**src/ptwa_pkg.sv**
```systemverilog
// ----------------------------------------------------------------------------
// ptwa_pkg
// Shared types, codes and helpers for the peer table with aging.
// ----------------------------------------------------------------------------
package ptwa_pkg;

  // Table geometry and field widths
  localparam int unsigned DEF_MAX_PEERS = 16;
  localparam int unsigned ID_W          = 32;
  localparam int unsigned TIME_W        = 32;
  localparam int unsigned COUNT_W       = 5;
  localparam int unsigned COUNT_MAX     = 31;

  // Configuration register map
  localparam int unsigned CFG_IDX_W = 1;
  localparam int unsigned CFG_DAT_W = 32;
  localparam logic [CFG_IDX_W-1:0] REG_TIMEOUT  = 1'b0;
  localparam logic [CFG_IDX_W-1:0] REG_LOCAL_ID = 1'b1;

  localparam logic [TIME_W-1:0] TIMEOUT_RST  = 32'd5000;
  localparam logic [ID_W-1:0]   LOCAL_ID_RST = 32'd0;

  // Operation codes
  typedef enum logic [1:0] {
    OP_HEARD  = 2'd0,
    OP_SWEEP  = 2'd1,
    OP_REMOVE = 2'd2,
    OP_LOOKUP = 2'd3
  } op_e;

  // Clamp a count to the result field width
  function automatic logic [COUNT_W-1:0] sat_count(input logic [31:0] n);
    logic [COUNT_W-1:0] r;
    if (n > COUNT_MAX) begin
      r = COUNT_W'(COUNT_MAX);
    end else begin
      r = n[COUNT_W-1:0];
    end
    return r;
  endfunction

endpackage

```
**src/peer_table_with_aging.sv**
```systemverilog
// ----------------------------------------------------------------------------
// peer_table_with_aging
// Bounded peer table with last-heard timestamps, insert, refresh, remove,
// lookup and timeout sweep, walked entry by entry by a small sequencer.
// ----------------------------------------------------------------------------
// An operation is one transaction on the input channel and yields exactly one
// transaction on the output channel. After a transaction is taken the block
// raises in_stall_o and walks the whole table through a single read port of
// the id/timestamp memory, one entry per cycle, with one shared compare stage
// behind the registered read data, and takes the next transaction only once
// it is back in idle (a heard event carrying the local node ID skips the walk
// and goes straight to the commit step). The walk length is set by that single
// memory read port. The result sits in an output register, so the next
// transaction is accepted while an earlier result still waits to be taken;
// only the final commit step waits for the output register to drain. Writes
// to the table (refresh or insert) land in that commit step. The table is
// empty after reset: valid bits live in flip-flops and are cleared at once,
// so no clearing pass is needed. Configuration writes go through cfg_we_i and
// are expected only while the block is idle.
// ----------------------------------------------------------------------------
module peer_table_with_aging #(
  parameter int unsigned MAX_PEERS = ptwa_pkg::DEF_MAX_PEERS
) (
  input  logic                           clk_i,
  input  logic                           rst_ni,
  // configuration write port
  input  logic                           cfg_we_i,
  input  logic [ptwa_pkg::CFG_IDX_W-1:0] cfg_idx_i,
  input  logic [ptwa_pkg::CFG_DAT_W-1:0] cfg_data_i,
  // input channel
  input  logic                           in_valid_i,
  output logic                           in_stall_o,
  input  logic [1:0]                     op_i,
  input  logic [ptwa_pkg::ID_W-1:0]      node_id_i,
  input  logic [ptwa_pkg::TIME_W-1:0]    now_ms_i,
  // output channel
  output logic                           out_valid_o,
  input  logic                           out_stall_i,
  output logic                           is_new_o,
  output logic                           found_o,
  output logic [ptwa_pkg::TIME_W-1:0]    last_heard_o,
  output logic                           ignored_self_o,
  output logic                           table_full_o,
  output logic [ptwa_pkg::COUNT_W-1:0]   expired_count_o,
  output logic [ptwa_pkg::COUNT_W-1:0]   entry_count_o
);

  localparam int unsigned IDX_W = (MAX_PEERS > 1) ? $clog2(MAX_PEERS) : 1;
  localparam int unsigned CNT_W = $clog2(MAX_PEERS + 1);
  localparam logic [IDX_W-1:0] LAST_IDX = IDX_W'(MAX_PEERS - 1);

  // Sequencer codes
  localparam logic [1:0] ST_IDLE   = 2'd0;  // wait for a transaction
  localparam logic [1:0] ST_WALK   = 2'd1;  // issue reads, compare previous entry
  localparam logic [1:0] ST_LAST   = 2'd2;  // compare the final entry
  localparam logic [1:0] ST_FINISH = 2'd3;  // commit writes, load the result

  // Configuration registers
  logic [ptwa_pkg::TIME_W-1:0] timeout_q;
  logic [ptwa_pkg::ID_W-1:0]   local_id_q;

  // Sequencer and walk state
  logic [1:0]       state_q, state_d;
  logic [IDX_W-1:0] scan_q, scan_d;
  logic             cmp_vld_q;
  logic [IDX_W-1:0] cmp_idx_q;

  // Latched operation
  logic [1:0]                  op_q;
  logic [ptwa_pkg::ID_W-1:0]   id_q;
  logic [ptwa_pkg::TIME_W-1:0] now_q;
  logic                        self_q, self_d;

  // Walk findings
  logic                        hit_q, hit_d;
  logic [IDX_W-1:0]            hit_idx_q;
  logic [ptwa_pkg::TIME_W-1:0] hit_time_q;
  logic                        free_fnd_q, free_fnd_d;
  logic [IDX_W-1:0]            free_idx_q;
  logic [CNT_W-1:0]            exp_q, exp_d;

  // Table state
  logic [MAX_PEERS-1:0]        valid_q, valid_d;
  logic [CNT_W-1:0]            count_q, count_d;
  logic [ptwa_pkg::ID_W-1:0]   ids_mem   [MAX_PEERS];
  logic [ptwa_pkg::TIME_W-1:0] times_mem [MAX_PEERS];
  logic [ptwa_pkg::ID_W-1:0]   id_rd_q;
  logic [ptwa_pkg::TIME_W-1:0] time_rd_q;

  // Output register
  logic                         out_valid_q;
  logic                         is_new_q, found_q, self_out_q, full_q;
  logic [ptwa_pkg::TIME_W-1:0]  last_q;
  logic [ptwa_pkg::COUNT_W-1:0] exp_out_q, cnt_out_q;

  // Datapath signals
  logic                        in_fire, out_free, fin_fire;
  logic                        cur_valid, id_match, first_hit, first_free;
  logic [ptwa_pkg::TIME_W-1:0] age;
  logic                        aged, clr_en;
  logic                        heard_live, ins_en, wr_en;
  logic [IDX_W-1:0]            wr_addr;
  logic                        res_is_new, res_found, res_full;
  logic [ptwa_pkg::TIME_W-1:0] res_last;

  assign in_stall_o = (state_q != ST_IDLE);
  assign in_fire    = in_valid_i && (state_q == ST_IDLE);
  assign out_free   = !out_valid_q || !out_stall_i;
  assign fin_fire   = (state_q == ST_FINISH) && out_free;

  // Shared compare stage: one entry per cycle behind the registered read
  assign cur_valid  = valid_q[cmp_idx_q];
  assign id_match   = cur_valid && (id_rd_q == id_q);
  assign first_hit  = cmp_vld_q && id_match && !hit_q;
  assign first_free = cmp_vld_q && !cur_valid && !free_fnd_q;
  assign age        = now_q - time_rd_q;
  assign aged       = cmp_vld_q && cur_valid && (age > timeout_q);
  assign clr_en     = ((op_q == ptwa_pkg::OP_SWEEP) && aged) ||
                      ((op_q == ptwa_pkg::OP_REMOVE) && first_hit);

  // Commit of a heard event: refresh the hit or fill the lowest free slot
  assign heard_live = (op_q == ptwa_pkg::OP_HEARD) && !self_q;
  assign ins_en     = fin_fire && heard_live && !hit_q && free_fnd_q;
  assign wr_en      = fin_fire && heard_live && (hit_q || free_fnd_q);
  assign wr_addr    = hit_q ? hit_idx_q : free_idx_q;

  // Result fields
  assign res_is_new = heard_live && !hit_q && free_fnd_q;
  assign res_full   = heard_live && !hit_q && !free_fnd_q;
  assign res_found  = (op_q != ptwa_pkg::OP_SWEEP) && hit_q;
  assign res_last   = ((op_q == ptwa_pkg::OP_LOOKUP) && hit_q) ? hit_time_q : '0;

  always_comb begin
    state_d    = state_q;
    scan_d     = scan_q;
    self_d     = self_q;
    hit_d      = hit_q;
    free_fnd_d = free_fnd_q;
    exp_d      = exp_q;
    valid_d    = valid_q;
    count_d    = count_q;

    unique case (state_q)
      ST_IDLE: begin
        if (in_fire) begin
          scan_d     = '0;
          hit_d      = 1'b0;
          free_fnd_d = 1'b0;
          exp_d      = '0;
          self_d     = (op_i == ptwa_pkg::OP_HEARD) && (node_id_i == local_id_q);
          state_d    = self_d ? ST_FINISH : ST_WALK;
        end
      end
      ST_WALK: begin
        // advance the read address; the last issue hands over to ST_LAST
        if (scan_q == LAST_IDX) begin
          state_d = ST_LAST;
        end else begin
          scan_d = scan_q + IDX_W'(1);
        end
      end
      ST_LAST: begin
        state_d = ST_FINISH;
      end
      ST_FINISH: begin
        if (out_free) begin
          state_d = ST_IDLE;
        end
      end
      default: begin
        state_d = ST_IDLE;
      end
    endcase

    if (first_hit) begin
      hit_d = 1'b1;
    end
    if (first_free) begin
      free_fnd_d = 1'b1;
    end
    if (clr_en) begin
      valid_d[cmp_idx_q] = 1'b0;
      count_d            = count_d - CNT_W'(1);
    end
    if ((op_q == ptwa_pkg::OP_SWEEP) && aged) begin
      exp_d = exp_q + CNT_W'(1);
    end
    if (ins_en) begin
      valid_d[free_idx_q] = 1'b1;
      count_d             = count_d + CNT_W'(1);
    end
  end

  // Control state
  always_ff @(posedge clk_i or negedge rst_ni) begin
    if (!rst_ni) begin
      state_q     <= ST_IDLE;
      scan_q      <= '0;
      cmp_vld_q   <= 1'b0;
      cmp_idx_q   <= '0;
      self_q      <= 1'b0;
      hit_q       <= 1'b0;
      free_fnd_q  <= 1'b0;
      exp_q       <= '0;
      valid_q     <= '0;
      count_q     <= '0;
      out_valid_q <= 1'b0;
      timeout_q   <= ptwa_pkg::TIMEOUT_RST;
      local_id_q  <= ptwa_pkg::LOCAL_ID_RST;
    end else begin
      state_q    <= state_d;
      scan_q     <= scan_d;
      cmp_vld_q  <= (state_q == ST_WALK);
      cmp_idx_q  <= scan_q;
      self_q     <= self_d;
      hit_q      <= hit_d;
      free_fnd_q <= free_fnd_d;
      exp_q      <= exp_d;
      valid_q    <= valid_d;
      count_q    <= count_d;
      if (fin_fire) begin
        out_valid_q <= 1'b1;
      end else if (!out_stall_i) begin
        out_valid_q <= 1'b0;
      end
      if (cfg_we_i) begin
        unique case (cfg_idx_i)
          ptwa_pkg::REG_TIMEOUT:  timeout_q  <= cfg_data_i;
          ptwa_pkg::REG_LOCAL_ID: local_id_q <= cfg_data_i;
          default: ;
        endcase
      end
    end
  end

  // Payload registers
  always_ff @(posedge clk_i) begin
    if (in_fire) begin
      op_q  <= op_i;
      id_q  <= node_id_i;
      now_q <= now_ms_i;
    end
    if (first_hit) begin
      hit_idx_q  <= cmp_idx_q;
      hit_time_q <= time_rd_q;
    end
    if (first_free) begin
      free_idx_q <= cmp_idx_q;
    end
    if (fin_fire) begin
      is_new_q   <= res_is_new;
      found_q    <= res_found;
      last_q     <= res_last;
      self_out_q <= self_q;
      full_q     <= res_full;
      exp_out_q  <= ptwa_pkg::sat_count(32'(exp_q));
      cnt_out_q  <= ptwa_pkg::sat_count(32'(count_d));
    end
  end

  // Id and timestamp memory: one write port, one registered read port
  always_ff @(posedge clk_i) begin
    id_rd_q   <= ids_mem[scan_q];
    time_rd_q <= times_mem[scan_q];
    if (wr_en) begin
      ids_mem[wr_addr]   <= id_q;
      times_mem[wr_addr] <= now_q;
    end
  end

  assign out_valid_o     = out_valid_q;
  assign is_new_o        = is_new_q;
  assign found_o         = found_q;
  assign last_heard_o    = last_q;
  assign ignored_self_o  = self_out_q;
  assign table_full_o    = full_q;
  assign expired_count_o = exp_out_q;
  assign entry_count_o   = cnt_out_q;

  // Entry count tracks the valid bits
  a_count_matches : assert property (@(posedge clk_i) disable iff (!rst_ni)
    32'(count_q) == $countones(valid_q))
    else $error("entry count differs from number of valid bits");

  // Count never exceeds capacity
  a_count_bound : assert property (@(posedge clk_i) disable iff (!rst_ni)
    32'(count_q) <= MAX_PEERS)
    else $error("entry count exceeds capacity");

  // An insert and a full flag never come together
  a_new_vs_full : assert property (@(posedge clk_i) disable iff (!rst_ni)
    out_valid_o |-> !(is_new_o && table_full_o))
    else $error("is_new and table_full both set");

  // A self event reports nothing else
  a_self_clean : assert property (@(posedge clk_i) disable iff (!rst_ni)
    (out_valid_o && ignored_self_o) |-> (!found_o && !is_new_o && !table_full_o))
    else $error("self event reported other flags");

  // A refresh or insert write only comes from a walk that did not see a
  // table-changing clear in the same cycle
  a_write_exclusive : assert property (@(posedge clk_i) disable iff (!rst_ni)
    wr_en |-> !clr_en)
    else $error("table write collides with a clear");

endmodule
```
**config.mk**
```make
export PLATFORM = sky130hd
export DESIGN_NAME = peer_table_with_aging
export DESIGN_NICKNAME = d
export VERILOG_FILES = /design/src/ptwa_pkg.sv /design/src/peer_table_with_aging.sv
export SDC_FILE = /design/constraint.sdc
export NUM_CORES = 1
export LEC_CHECK = 0
export BUFFER_PORTS_ARGS = -buffer_cell sky130_fd_sc_hd__buf_2
export CORE_MARGIN = 3
export CORE_UTILIZATION = 60
export DETAILED_ROUTE_END_ITERATION = 7
export PLACE_DENSITY = 0.77
export RECOVER_POWER = 100
export REMOVE_ABC_BUFFERS = 1
export SLEW_MARGIN = 5
export SYNTH_ARGS = -nofsm -noshare
export SYNTH_HDL_FRONTEND = slang
export SYNTH_SLANG_ARGS = --single-unit
```
**constraint.sdc**
```tcl
create_clock -name clk_i -period 13 [get_ports clk_i]
set_input_delay 1.3 -clock clk_i [delete_from_list [all_inputs] [get_ports clk_i]]
set_output_delay 1.3 -clock clk_i [all_outputs]
set_load 0.01 [all_outputs]
```
After elaboration in Yosys (flattened, before gate mapping):

Memory sizes are Yosys's and may differ from the RTL's. A register that Yosys moved wholly into a read port is not among the register bits.
Index checks and enable logic that the tools add are counted.

* bits in registers: 257
* bits in writable memories: 1024
* bits of input ports: 104
* word-level logic and storage cells: 139
* memories: 2

Memory list
* ids_mem: depth 16, width 32, rd ports 1, clocked after Yosys merged registers in 1, write ports 1, RTL line peer_table_with_aging.sv:85 `logic [ptwa_pkg::ID_W-1:0] ids_mem [MAX_PEERS];`
* times_mem: depth 16, width 32, rd ports 1, clocked after Yosys merged registers in 1, write ports 1, RTL line peer_table_with_aging.sv:86 `logic [ptwa_pkg::TIME_W-1:0] times_mem [MAX_PEERS];`

* add/sub/neg operators: 5
* $lt $le $gt $ge: 5
* equality and inequality tests: 15
* multiplexer cells: 30
* bitwise operators: 4
* reductions and logical operators: 52

Operator list (number)
* 32-bit == test: 2
* 32-bit greater-than comparator: 1
* 16-bit 2-to-1 mux: 2
* 32-bit subtractor: 1
* 5-bit 2-to-1 mux: 5
* 1-bit logical AND: 24
* 16-bit bitwise AND: 1
* 16-bit NOT: 1
* 16-bit bitwise OR: 1
* 2-bit nonzero test: 8
* 4-bit 2-to-1 mux: 3
* 2-bit AND reduction: 6
* 1-bit 2-to-1 mux: 11
* 5-bit by 1-bit adder with 5-bit output, second input constant: 2
* 4-bit by 5-bit less-than comparator with 1-bit output, second input constant: 2
* 1-bit demux with 4-bit select: 2
* 2-bit == test, second input constant: 4
* 4-bit by 1-bit greater-or-equal comparator with 1-bit output, second input constant: 2
* 2-bit 2-to-1 mux: 4
* 2-bit != test, second input constant: 4
* 2-bit one-hot mux with 4 select lines: 1
* 4-bit one-hot mux with 2 select lines: 1
* 1-bit zero test: 6
* 2-bit zero test: 3
* other kinds (9): 14

Logic depth before layout (Yosys ltp):

Gate-level depths: netlist (run 1).

* word-level depth: 10
* mapped depth: 24
* mapped depth without buffers: 23

Least setup slack after synthesis (run 1):

Ideal clock, no wire load.

* kind: input to register
* start: input out_stall_i
* end: memory ids_mem[1][0] (netlist name), enable pin
* data arrival time: 5.826 ns
* data required time: 12.514 ns
* setup slack: 6.688 ns
* stages on the path: 6
* path buffers: 0
* cells stage by stage: nand2_1 -> and2_1 -> nand2_1 -> nor2_1 -> nand2_1 -> nor2_1

* cells in the longest elaborated chain, start to end: 7

RTL lines
* start, declared: RTL line peer_table_with_aging.sv:38 `input logic out_stall_i,`
* 1-bit zero test
* 1-bit logical OR: RTL line peer_table_with_aging.sv:108 `assign out_free = !out_valid_q || !out_stall_i;`
* 1-bit logical AND: RTL line peer_table_with_aging.sv:109 `assign fin_fire = (state_q == ST_FINISH) && out_free;`
* named net fin_fire: RTL line peer_table_with_aging.sv:97 `logic in_fire, out_free, fin_fire;`
* 1-bit logical AND (2 in a row): RTL line peer_table_with_aging.sv:124 `assign wr_en = fin_fire && heard_live && (hit_q || free_fnd_q);`
* 1-bit 2-to-1 mux: RTL line peer_table_with_aging.sv:265 `if (wr_en) begin`
* 1-bit 2-to-1 mux (implied by the code): RTL line peer_table_with_aging.sv:266 `ids_mem[wr_addr] <= id_q;`
* end, declared: RTL line peer_table_with_aging.sv:85

The timed path passes the listed nets, and every way through them passes these cells.

Worst setup path after layout (run 1):

* start: input out_stall_i
* end: memory ids_mem[12][25] (netlist name), enable pin

The elaborated chain is that of the path after synthesis.

==> summary.txt, run 1 <==
CTS
  • # Post-CTS Setup Buffers: 0
  • CTS tree: yes
  • Max Root-Sink Buffers: 3
  • Post-CTS sizing: 0
  • Clock Sinks: roughly 1300
  • Clock Tree Root: clkbuf_16
  • CTS H-tree lvls: 4
  • Later-pin clock latency in the skew report: between 0.7 and 0.8 ns
  • CTS buffer count: between 100 and 150
  • CTS clk-pin slew, worst paths: ~0.06 ns
  • Post-cts hold buffer count: 0

Die
  • Die Ht: roughly 300 microns
  • Initial core utilization: between 60 and 70%
  • Die area: around 90000 sq um
  • Core area: between 80000 and 90000 sq um
  • Die W: 303 microns
  • Row cnt: 108
  • Top Ports: 152

STA
  • Setup skew after layout: between 0.02 and 0.025 ns
  • Final Hold Fails: 0
  • RSZ-0062 raised after global routing: false
  • Fin Setup TNS: 0 ns
  • Final worst-path cycle share: 73.7%
  • Final max-slew violation count: about 1500
  • Final setup fails: 0
  • Peak Freq: ~0.10 GHz
  • Least-Margin Pin Slew: 4.23 ns
  • Final min period: ~9.6 ns
  • Hold Slack: 0.429 ns
  • Max-slew headroom: -182%

Global routing
  • First-pass GRT wire length: 190 mm
  • Initial antenna violation count: 5
  • Largest net degree at the start of global routing: 136
  • Vias in the first global route: ~29000
  • All-layer global routing usage: between 20 and 30%
  • Gr ovfl total: 0

Hold path
  • Hold worst-path end: hit_time_q[4]
  • Hold/Removal Path Class: reg -> reg
  • Hold depth: 0
  • Hold Startpoint: time_rd_q[4]

Final layout
  • Final Instance Count excl. Fillers: roughly 4500
  • Most frequent cells in the layout: 1176 x edfxtp_1, 204 x o21ai_0, 200 x mux2i_1
  • Commonest non-fill, non-tap cell in the layout: edfxtp_1
  • Finished Cell Area: ~60000 sq um
  • Layout cells sized above 1: 15.4%
  • Fin nets: around 3400
  • Area growth syn-to-layout: 11.7%
  • Final core occ: between 60% and 70%
  • Layout fillers: between 5000 and 6000

Setup path
  • CP arrival: around 9.8 ns
  • CP startpoint: out_stall_i
  • Crit path kind: in -> reg
  • R2R Setup Slk: approximately 3.6 ns
  • FF-to-FF path depth: 9
  • CP Capture Type: flop
  • CP required: between 10 and 15 ns
  • Buf/Inv on CP: 4
  • Slowest cell on crit path: clkbuf_1
  • Slowest cell delay on critical path: ~2.6 ns
  • Critical Path Fanout Max: 47
  • R2r startpoint: state_q[1]
  • Worst R2R End: ids_mem[12][25]
  • CP top delay family: buffers and inverters
  • Crit-path cells: buf_2 -> nand2_1 -> and2_2 -> clkbuf_1 -> nand2_1 -> nor2_1 -> nand2_1 -> nor2_4 -> clkbuf_1 -> clkbuf_1
  • Crit path launch type: input port

Placed design
  • Dpl cells: 4234
  • Post-DP HPWL: approximately 72 mm
  • I/O Buffers: roughly 150
  • Gpl congestion: ~0.9
  • Area post-placement: around 55000 sq um

Drt
  • Drt first pass iters: 5
  • DR iter-0 viols: approximately 3300
  • Avg Vias per Cell: between 6 and 7
  • Final WL: approximately 130 mm
  • Wire per inst: between 20 and 30 microns
  • Drc violations: 0
  • Detailed-route via count: approximately 29000
  • DRT antenna net count: 0

Outcome
  • Status: complete, but fails checks
  • Failing checks: max-capacitance violations, max-slew violations

Power
  • Int Pwr: around 8 mW
  • Max VDD drop: between 0.15 and 0.2 mV
  • Comb pwr share: roughly a fifth
  • Sequential Power Share: between 40% and 50%
  • Lkg Pwr: between 15 and 20 nW
  • Clock power frac: about a third
  • Switch Pwr: a little over 3 mW
  • Net Sw Frac: a little over a quarter
  • PwrDens: 192 nW/um^2

Synth
  • Count of state elements after synthesis: approximately 1300
  • Syn_area_per_cell: ~18 sq um
  • Post-synth EDFFs: about 1200
  • Post-synthesis cell type count: 67
  • Top FF cell, synth: edfxtp_1
  • Async SR Flop Fraction: 7.81%
  • Post-Syn Area: 52800 sq um
  • Synthesized instance count: around 3000
  • Yosys warnings: 0
  • Sequential-to-total area share from yosys stat: 74.3%

Job
  • Max Cap Violations: between 40 and 50
layout make-up:
type                       instances  area, sq um  share of cell area (%)
inverter                          88          332                   0.562
clock buffer                     179         3600                    6.11
tap                             1155         1450                    2.45
clock inverter                    68          723                    1.23
antenna                            3         7.51                  0.0127
multi-input combinational       1447        12700                    21.6
timing repair buffer             199          882                    1.50
sequential                      1345        39200                    66.6
power groups by stage:
stage / Sequential [mW] / Clock (mW) / Combinational [mW]
2_1_floorplan: 5.54 / 0 / 1.87
3_3_place_gp: 5.42 / 0 / 2.08
3_5_place_dp: 5.45 / 0 / 2.13
4_1_cts: 5.36 / 3.82 / 2.15
5_1_grt: 5.41 / 4.00 / 2.34
6_report: 5.38 / 3.77 / 2.14
registers in the layout, summed over array words and instances (netlist names), 4 cells and up:
signal	flops
local_id_q	32
hit_idx_q	4
entry_count_o	5
id_q	32
id_rd_q	32
scan_q	4
free_idx_q	4
last_heard_o	32
count_q	5
time_rd_q	32
exp_q	5
times_mem	512
now_q	32
ids_mem	512
timeout_q	32
cmp_idx_q	4
valid_q	16
expired_count_o	5
hit_time_q	32
how the worst max path moves through the flow:
stage / slack, ns / cells after the start / to
final: 3.42 / 10 / ids_mem[12][25]
after global routing: 3.03 / 10 / ids_mem[12][6]
after CTS: 6.46 / 22 / entry_count_o[4]
after detailed placement: 6.56 / 22 / entry_count_o[4]
after global placement: 6.78 / 22 / entry_count_o[3]
after floorplan: -1.16 / 6 / scan_q[0]
metrics by stage:
step                      total power [mW]  setup WS, ns
after floorplan                       7.41         -1.16
after global placement                7.50          6.78
after detailed placement              7.58          6.56
after CTS                             11.3          6.46
after global routing                  11.7          3.03
final                                 11.3          3.42
Yosys cell counts, drive strengths merged, types with 6 or more instances:
library cell	number	share of area (%)
edfxtp	1176	67
o21ai	204	1.9
mux2i	200	3.8
nand2	138	0.98
mux4	132	5.6
a21oi	107	1.0
dfrtp	100	4.7
mux2	99	2.1
inv	88	0.63
clkbuf	83	0.59
ha	71	1.7
a221oi	66	1.1
a22oi	64	0.91
dfxtp	64	2.4
xor2	52	0.86
xnor2	48	0.80
buf	45	0.37
nor2	42	0.30
and2	39	0.46
nand3	23	0.22
a21o	22	0.31
nand4	19	0.23
nor4	16	0.20
o31ai	11	0.16
nand2b	10	0.12
o21a	9	0.13
a211oi	7	0.10
a31oi	7	0.083
nor2b	6	0.071
nor3	6	0.057
layer usage:
layer  vias up  global-route usage [%]  share of wire, %
met5         -                       0            0.0093
li1      12298                       -                 -
met3       298                    6.63                10
met4         2                    11.1               3.8
met2      1574                    45.8                48
met1     14805                    39.1                38
kinds of logic after synthesis:
| kind of cell | Yosys count | synth area share, % |
|---|---|---|
| DFF | 1345 | 74.3 |
| and+or+nand+nor | 317 | 2.89 |
| adders and majority gates | 72 | 1.72 |
| buffers and inverters | 216 | 1.59 |
| muxes | 431 | 11.6 |
| xor gates and xnor gates | 100 | 1.66 |
| AOI/OAI and AO/OA | 527 | 6.26 |
worst register-to-register path, stage by stage, from the launching register on:
cell	delay, ns
dfrtp_1	0.40
ha_1	0.20
and2_2	0.14
clkbuf_1	2.45
nand2_1	0.62
nor2_1	0.35
nand2_1	0.22
nor2_4	0.14
clkbuf_1	1.76
clkbuf_1	2.59
Power figures use the tool's default switching activity.
==> inputs of run 2 (changes only) <==
CORE_UTILIZATION = 56   (was 60)
PLACE_DENSITY = 0.76   (was 0.77)
clock period = 8.8 ns   (was 13 ns; I/O delays follow)
==> summary.txt, run 2 (synthesis gave the netlist of run 1 again) <==
CTS
  • Max Root-Sink Buffers: 3 (unchanged)
  • Later-pin clock latency in the skew report: 0.76 ns (+0.04 ns)
  • CTS H-tree lvls: 4 (unchanged)
  • Clock Tree Root: clkbuf_16
  • CTS tree: yes
  • Post-CTS sizing: 0 (unchanged)
  • CTS buffer count: 135 (+1.5%)
  • Clock Sinks: 1345 (unchanged)
  • # Post-CTS Setup Buffers: 0 (unchanged)
  • Post-cts hold buffer count: 0 (unchanged)
  • CTS clk-pin slew, worst paths: 0.06 ns (about the same)

Setup path
  • CP arrival: 7.88 ns (-1.95 ns)
  • CP required: 9.04 ns (-4.21 ns)
  • Slowest cell delay on critical path: 3.15 ns (+0.57 ns)
  • Crit-path cells: nand2b_1 -> nor2_1 -> a21oi_1 -> nor2_1 -> nand2_1 -> nor2_1 -> clkbuf_1
  • Crit path kind: reg -> reg
  • Slowest cell on crit path: clkbuf_1
  • CP Capture Type: flop
  • Critical Path Fanout Max: 44 (-6.4%)
  • Most common cell on crit path: nor2_1
  • Crit path launch type: flop

STA
  • Final max-slew violation count: 1829 (+26%)
  • PnR worst setup slack: 1.16 ns (-2.26 ns)
  • Peak Freq: between 0.1 and 0.15 GHz
  • Least-Margin Pin Slew: 4.80 ns (+0.574 ns)
  • Final worst-path cycle share: between 80 and 90%
  • Final Hold Fails: 0 (unchanged)
  • Final min period: between 7 and 8 ns
  • Final setup fails: 0 (unchanged)
  • Max-slew headroom: -220% (-38 points)
  • RSZ-0062 raised after global routing: false
  • Setup skew after layout: 0.0328 ns (+0.00950 ns)

Placed design
  • I/O Buffers: 151 (unchanged)
  • DP Worst Slack: 2.38 ns (-4.19 ns)
  • Post-DP HPWL: 73.8 mm (+1.9%)
  • Dpl cells: 4320 (+2.0%)
  • Gpl congestion: 0.885 (-2.3%)

Final layout
  • Commonest non-fill, non-tap cell in the layout: edfxtp_1
  • Most frequent cells in the layout: 1176 x edfxtp_1, 204 x o21ai_0, 200 x mux2i_1
  • Layout cells sized above 1: 15.6% (+0.18 points)
  • Top flop regs: ids_mem: 512 flops, times_mem: 512 flops
  • Area growth syn-to-layout: 12.1%
  • Fin nets: 3390 (unchanged)
  • Final Instance Count excl. Fillers: 4576 (+2.1%)

Global routing
  • Largest net degree at the start of global routing: 138 (+1.5%)
  • All-layer global routing usage: 27.3% (-1.4 points)
  • Gr ovfl total: 0 (unchanged)
  • Vias in the first global route: 29672 (+1.2%)
  • Initial antenna violation count: 17 (+12)
  • First-pass GRT wire length: 194 mm (+2.6%)

Drt
  • Drc violations: 0 (unchanged)
  • DR iter-0 viols: 3585 (+8.0%)
  • Detailed-route via count: 29094 (+0.40%)
  • Drt first pass iters: 5 (unchanged)
  • Wire per inst: 29.1 microns (+0.79%)
  • Final WL: 133 mm (+2.9%)
  • Avg Vias per Cell: 6.36 (-1.6%)
  • DRT antenna net count: 0 (unchanged)

Die
  • Die area: 98000 sq um (+7.0%)
  • Die W: 313 microns (+3.4%)
  • Die Ht: 313 microns (+3.4%)
  • Core area: 92500 sq um (+6.3%)
  • Initial core utilization: 57.1% (-3.6 points)
  • Top Ports: 152 (unchanged)
  • Row cnt: 111 (+2.8%)

Outcome
  • Status: complete, but fails checks
  • Failing checks: max-capacitance violations, max-slew violations

Power
  • PwrDens: 286 nW/um^2 (+49%)
  • Lkg Pwr: 19.7 nW (+0.34%)
  • Max VDD drop: 0.198 mV (+19%)

Hold path
  • Hold/Removal Path Class: in -> reg

Job
  • Max Cap Violations: 47 (+9.3%)
run 2: changes by cell type in the layout (fill, tap and decap cells not counted), moves of 4 or more:
cell      previous run  this run
dfrtp_1             96       100
nor2_4               4         8
nor2_1              38        34
clkbuf_8            10        16
buf_4               14         8
run 2: layer usage:
layer	up-vias	part of all wire, %	global-route usage, %
met5	-	0.093	0
met4	20	3.6	10.1
met3	335	9.9	6.86
met2	1508	48	43.7
met1	14936	38	36.6
li1	12295	-	-
run 2: per-stage QoR:
stage / hold WS, ns / utilization, % / setup TNS [ns] / power (mW) / instance area, sq um
after floorplan: 0.408 / - / -351.52 / 10.9 / 52300
after global placement: 0.415 / 59.6 / 0 / 11.1 / 55100
after detailed placement: 0.415 / 59.6 / 0 / 11.2 / 55100
after CTS: 0.0851 / 64.4 / 0 / 16.9 / 59500
after global routing: 0.277 / 64.0 / 0 / 17.6 / 59200
final: 0.308 / 64.0 / 0 / 16.9 / 59200
run 2: cell type report:
cell class / count / area [sq um]
multi-input cells: 1447 / 12800
flip-flops and latches: 1345 / 39200
repair buffers: 197 / 857
clock inverters: 62 / 662
fillers: 6347 / 33300
clock buffers: 188 / 3760
inverters: 88 / 332
diodes: 6 / 15.0
well taps: 1243 / 1560
run 2: worst paths after layout:
| kind | end | slack, ns | depth (start not counted) | from |
|---|---|---|---|---|
| setup / recovery | ids_mem[10][30] | 1.16 | 7 | hit_q |
| min in group asynchronous | count_q[0] | 0.76 | 1 | rst_ni |
| setup reg to reg | ids_mem[10][30] | 1.16 | 7 | hit_q |
| max in group asynchronous | timeout_q[13] | 3.36 | 2 | rst_ni |
| hold / removal | now_q[26] | 0.31 | 1 | now_ms_i[26] |
| hold reg to reg | hit_time_q[21] | 0.42 | 0 | time_rd_q[21] |
run 2: power breakdown:
group	switching (mW)	total, mW	internal, mW
clock network	2.43	5.71	3.28
logic	1.79	3.27	1.49
registers	0.422	7.95	7.53
run 2: worst max-delay path, delay by kind of cell (launching register included):
family	cells	cell delay [ns]
AOI/OAI and AO/OA	1	0.05
and+or+nand+nor	5	3.10
DFF	1	0.70
buffers and inverters	1	3.15
